## src/rtl/mfb_pkg.sv

```systemverilog
`timescale 1ns / 1ps
`default_nettype none
// Shared definitions for the monochrome frame buffer draw/refresh core:
// command codes, panel command bytes, controller/datapath command and status.
// No dependencies.

package mfb_pkg;

  localparam int COLUMNS_DEF = 128;
  localparam int PAGES_DEF   = 8;

  // Panel command bytes sent ahead of each page
  localparam logic [7:0] PAGE_CMD_BASE = 8'hB0;
  localparam logic [7:0] COL_LOW_CMD   = 8'h00;
  localparam logic [7:0] COL_HIGH_CMD  = 8'h10;

  typedef enum logic [2:0] {
    CMD_POINT   = 3'd0,
    CMD_FILL    = 3'd1,
    CMD_CLEAR   = 3'd2,
    CMD_REFRESH = 3'd3,
    CMD_TICK    = 3'd4
  } cmd_code_t;

  // Controller to datapath
  typedef struct packed {
    logic load_item;
    logic sweep_step;
    logic fill_rd;
    logic fill_wr;
    logic tick_rd;
    logic out_load;
    logic refresh_start;
  } dp_ctrl_t;

  // Datapath to controller
  typedef struct packed {
    logic draw_empty;
    logic sweep_last;
    logic walk_last;
    logic refresh_active;
    logic out_free;
  } dp_status_t;

endpackage

`default_nettype wire

```

## src/rtl/mfb_ctrl.sv

```systemverilog
`timescale 1ns / 1ps
`default_nettype none
// Controller state machine for the frame buffer core: clearing sweep,
// read-modify-write walk for points and rectangles, tick byte issue.
// Depends on mfb_pkg.

module mfb_ctrl (
  input  logic                clk,
  input  logic                rst,
  input  logic                in_valid,
  input  logic [2:0]          cmd,
  output logic                in_ready,
  input  mfb_pkg::dp_status_t status,
  output mfb_pkg::dp_ctrl_t   ctrl
);
  import mfb_pkg::*;

  typedef enum logic [5:0] {
    ST_SWEEP = 6'b000001,
    ST_IDLE  = 6'b000010,
    ST_RD    = 6'b000100,
    ST_WR    = 6'b001000,
    ST_TRD   = 6'b010000,
    ST_TOUT  = 6'b100000
  } state_t;

  state_t state, state_next;
  logic   draw_fill, draw_fill_next;
  logic   clear_pending, clear_pending_next;

  always_ff @(posedge clk) begin
    if (rst) begin
      state         <= ST_SWEEP;
      draw_fill     <= 1'b0;
      clear_pending <= 1'b0;
    end else begin
      state         <= state_next;
      draw_fill     <= draw_fill_next;
      clear_pending <= clear_pending_next;
    end
  end

  always_comb begin
    state_next         = state;
    draw_fill_next     = draw_fill;
    clear_pending_next = clear_pending;
    ctrl               = '0;
    in_ready           = 1'b0;
    case (state)
      ST_SWEEP: begin
        ctrl.sweep_step = 1'b1;
        if (status.sweep_last) begin
          state_next         = ST_IDLE;
          ctrl.refresh_start = clear_pending;
          clear_pending_next = 1'b0;
        end
      end
      ST_IDLE: begin
        in_ready = 1'b1;
        if (in_valid) begin
          if (status.refresh_active) begin
            // only ticks count during a refresh; drop the rest
            if (cmd == CMD_TICK) begin
              state_next = ST_TRD;
            end
          end else begin
            case (cmd)
              CMD_POINT: begin
                ctrl.load_item = 1'b1;
                draw_fill_next = 1'b0;
                if (!status.draw_empty) begin
                  state_next = ST_RD;
                end
              end
              CMD_FILL: begin
                ctrl.load_item = 1'b1;
                draw_fill_next = 1'b1;
                if (status.draw_empty) begin
                  ctrl.refresh_start = 1'b1;
                end else begin
                  state_next = ST_RD;
                end
              end
              CMD_CLEAR: begin
                clear_pending_next = 1'b1;
                state_next         = ST_SWEEP;
              end
              CMD_REFRESH: begin
                ctrl.refresh_start = 1'b1;
              end
              default: begin
              end
            endcase
          end
        end
      end
      ST_RD: begin
        ctrl.fill_rd = 1'b1;
        state_next   = ST_WR;
      end
      ST_WR: begin
        ctrl.fill_wr = 1'b1;
        if (status.walk_last) begin
          state_next         = ST_IDLE;
          ctrl.refresh_start = draw_fill;
        end else begin
          state_next = ST_RD;
        end
      end
      ST_TRD: begin
        ctrl.tick_rd = 1'b1;
        state_next   = ST_TOUT;
      end
      ST_TOUT: begin
        // hold the byte until the output register frees up
        if (status.out_free) begin
          ctrl.out_load = 1'b1;
          state_next    = ST_IDLE;
        end
      end
      default: begin
        state_next = ST_IDLE;
      end
    endcase
  end

endmodule

`default_nettype wire

```

## config.mk

```make
export PLATFORM = sky130hd
export DESIGN_NAME = mfb_ctrl
export DESIGN_NICKNAME = d
export VERILOG_FILES = /design/src/rtl/mfb_pkg.sv /design/src/rtl/mfb_ctrl.sv
export SDC_FILE = /design/constraint.sdc
export NUM_CORES = 1
export LEC_CHECK = 0
export CAP_MARGIN = 10
export CORE_AREA = 2 2 39 41
export DETAILED_ROUTE_END_ITERATION = 8
export DIE_AREA = 0 0 41 43
export DONT_BUFFER_PORTS = 1
export HOLD_SLACK_MARGIN = 0.02
export SETUP_SLACK_MARGIN = 0.02
export SLEW_MARGIN = 20
export SYNTH_ARGS = -nofsm -noshare
export SYNTH_HDL_FRONTEND = slang
export SYNTH_SLANG_ARGS = --single-unit
```

## constraint.sdc

```tcl
create_clock -name clk -period 5 [get_ports clk]
set_clock_uncertainty 0.1 [all_clocks]
set_input_delay 0.25 -clock clk [delete_from_list [all_inputs] [get_ports clk]]
set_output_delay 0.25 -clock clk [all_outputs]
set_load 0.05 [all_outputs]
```

# Word-level counts from Yosys, hierarchy flattened
# Cells that the tools add are included.
[op_classes]
add_sub_neg = 0
mul = 0
n_div = 0
magnitude_cmp = 0
eq_ne = 18
shift = 0
mux = 33
n_bitwise = 1
reduce_logical = 7
[ops]
columns = ["operator", "n"]
rows = [
  ["2-to-1 mux 6 bit", 6],
  ["one-hot mux 6 bit (6 select lines)", 1],
  ["2-to-1 mux 1 bit", 20],
  ["one-hot mux 6 bit (2 select lines)", 1],
  ["inequality test 2 bit (second input constant)", 4],
  ["equality test 3 x 2 -> 1 bit (second input constant)", 2],
  ["equality test 6 x 1 -> 1 bit (second input constant)", 1],
  ["equality test 6 x 2 -> 1 bit (second input constant)", 1],
  ["equality test 6 x 3 -> 1 bit (second input constant)", 1],
  ["equality test 6 x 4 -> 1 bit (second input constant)", 1],
  ["equality test 6 x 5 -> 1 bit (second input constant)", 1],
  ["equality test 6 bit (second input constant)", 1],
  ["one-hot mux 1 bit (2 select lines)", 3],
  ["AND reduction 6 bit", 1],
  ["AND reduction 5 bit", 1],
  ["inequality test 4 x 3 -> 1 bit (second input constant)", 1],
  ["inequality test 4 bit (second input constant)", 1],
  ["AND reduction 4 bit", 1],
  ["nonzero test 2 bit", 2],
  ["equality test 3 x 1 -> 1 bit (second input constant)", 1],
  ["equality test 3 bit (second input constant)", 1],
  ["logical NOT 3 bit", 1],
  ["2-to-1 mux 3 bit", 1],
  ["inequality test 3 bit (second input constant)", 1],
  ["4 further kinds", 4],
]
[totals]
ff_bits = 8
latch_bits = 0
ram_bits = 0
mem_bits_ro = 0
in_bits = 11
output_inout_bits = 8
mem_count = 0

# Longest topological paths before layout
[logic_depth]
word_depth = 6
mapped_depth = 5
depth_no_buf = 4

# Least setup slack after synthesis
# Ideal clock, no wire load.
[synth_path]
path_kind = "reg2out"
from = "reg state[5]"
to = "out ctrl[0] in the netlist's numbering"
arrival_time_ns = 2.290
setup_slack_ns = 2.360
stages_incl_launch_ff = 5
path_buffers = 0
path_cell_list = "dfxtp_1 or4_4 nor3b_2 nand3_1 o211ai_1"
[synth_rtl]
columns = ["item", "line", "source"]
rows = [
  ["start: declaration", "mfb_ctrl.sv:27", "state_t state, state_next;"],
  ["start signal: assignment", "mfb_ctrl.sv:37", "state <= state_next;"],
  ["end: declaration", "mfb_ctrl.sv:14", "output mfb_pkg::dp_ctrl_t ctrl"],
]

==> metrics.yaml <==
slew_viol_final: 0
yosysWarnings: 0
period_minus_slack_ns: 3.06
port_buffers: 0
area_growth_pct: 9.95
via_per_inst: 5.95
clock.fmax_mhz: 326
cts-resized-gates: 0
ys_types: 32
cts-root-buf: "clkbuf_4"
totalPowerFinal_w: 0.000149
overflow: 0
setup_tns_ns: 0
synth.avg_cell_area_sq_um: 8.92
seqPwrFrac: 0.464
fp.dieArea_sq_mm: 0.00176
antenna_found_initial: 0
die_y_um: 43
drtIter0Drc: 6
clock_tree.htree_level_count: 1
rows: 14
power_density_mw_per_mm2: 245
layout_commonest_cell: "nor2_1"
grt_pass1_vias: 479
final_cell_mix: "nor2_1, dfxtp_1, inv_1"
combPwrFrac: 0.189
clk_pin_slew_worst_paths_ns: 0.06
switching_power_w: 0.0000454
num_io_pins: 19
post_drt_wl_per_cell_um: 15.1
cts_tree: "yes"
crit_type: "reg2out"
grtUsageTotal: 0.178
intPower_w: 0.000103
final_hold_viol_count: 0
fillers: 150
cp.arrival_ns: 2.71
crit_fanout: 7
yosysSeqAreaShare: 0.290
clock_path_buffers: 2
gp_congestion: 0.794
status: "finished, final reports clean"
setup_violations: 0
hold_buffers: 2
drv_cap: 0
syn_nets: 73
worstSetupStartpointType: "register"
ys_ff_latch: 8
clockPowerShare: 0.346
drtAntennaViolNets: 0
drcViolationCount: 0
layout.nets: 79
coreArea_sq_mm: 0.00138
slew_headroom: 0.300
cts_setup_buffers: 0
clkLatencyLatePin_ns: 0.26
drive_above_1_share: 0.197
diodes: 0
syn_area_sq_um: 553
cts_buffers: 3
synth.area.top_cells: "dfxtp_1, nor3b_2, nor2_1"
sw_frac_of_total: 0.305
yosys.area.top_type: "dfxtp_1"
die-width_um: 41
vias: 488
first_pass_iters: 4
required_ns: 4.65
synth_top_area_share: 0.290
numClockSinks: 8
hpwl_um: 975
grt_max_degree: 9
period_share: 0.613
worstMarginPinSlew_ns: 1.05
initial_core_util: 0.400
wirelength_um: 1240
syn-instance-count: 62
vdd_drop_max_mv: 0.136
hp-class: "in2reg"
p_leak_nw: 0.202
grt_pass1_wl_um: 2060
rsz0062_at_grt: "false"
critPathCaptureType: "primary output"
==> flip-flops by register name, summed over array words and instances (netlist names) <==
| name | count |
|---|---|
| clear_pending | 1 |
| draw_fill | 1 |
| state | 6 |
==> through the flow <==
stage          setup slack [ns]   util  std cells  instance area (sq um)  hold WS [ns]
3_3_place_gp               2.23  0.409         77                    566         0.224
2_1_floorplan              2.36      -         62                    553         0.221
3_5_place_dp               2.22  0.409         77                    566         0.225
4_1_cts                    1.93  0.439         82                    608        0.0391
5_1_grt                    1.83  0.439         82                    608        0.0602
6_report                   1.94  0.439         82                    608        0.0425
==> worst paths after layout <==
check / from / to / slack [ns] / depth (start not counted)
max reg2reg: state[4] / state[1] / 2.67 / 4
min: in_valid / state[4] / 0.04 / 2
min reg2reg: clear_pending / clear_pending / 0.38 / 2
max: state[4] / ctrl[0] / 1.94 / 4
==> Yosys cell counts, drive strengths merged <==
library cell / count
a2111oi: 1
a211oi: 1
a21oi: 2
a221oi: 1
a31oi: 2
and4b: 1
buf: 1
dfxtp: 8
inv: 5
mux2i: 3
nand2: 2
nand2b: 1
nand3: 2
nand4: 1
nand4b: 1
nor2: 10
nor2b: 1
nor3b: 5
nor4: 1
nor4b: 1
nor4bb: 1
o211ai: 2
o21ai: 2
o21ba: 1
o32ai: 1
or2b: 1
or3: 1
or4: 2
xor2: 1
==> layout make-up <==
cell class	count	area, sq um	area share
Sequential cell	8	160	0.263
Multi-Input combinational cell	48	367	0.603
Clock buffer	3	22.5	0.0370
Timing Repair Buffer	2	20.0	0.0329
Tap cell	16	20.0	0.0329
Inverter	5	18.8	0.0309
==> metal layers <==
metal / vias to the layer above / wire, um / track usage
li1: 242 / - / -
met1: 221 / 555 / 0.225
met2: 19 / 554 / 0.234
met3: 6 / 84 / 0.0838
met4: 0 / 46 / 0.113
met5: - / 0 / 0
==> logic make-up after synthesis <==
logic type | synth area share
flops | 0.290
simple gates | 0.416
mux | 0.0543
buf+inv | 0.0475
xor+xnor | 0.0158
compound gates | 0.176
==> power by group through the flow <==
stage | Clock [W] | Combinational (W) | Sequential, W
2_1_floorplan | 0 | 0.0000262 | 0.0000681
3_3_place_gp | 0 | 0.0000261 | 0.0000705
3_5_place_dp | 0 | 0.0000266 | 0.0000705
4_1_cts | 0.0000530 | 0.0000284 | 0.0000691
5_1_grt | 0.0000566 | 0.0000307 | 0.0000697
6_report | 0.0000516 | 0.0000282 | 0.0000691
==> worst max-delay path: stages, from the launching register on <==
cell and delay, ns:
dfxtp_1 0.36, or4_4 0.55, nor3b_2 0.86, nand3_1 0.16, o211ai_1 0.52
No activity file was read; power rests on OpenSTA's default activity.
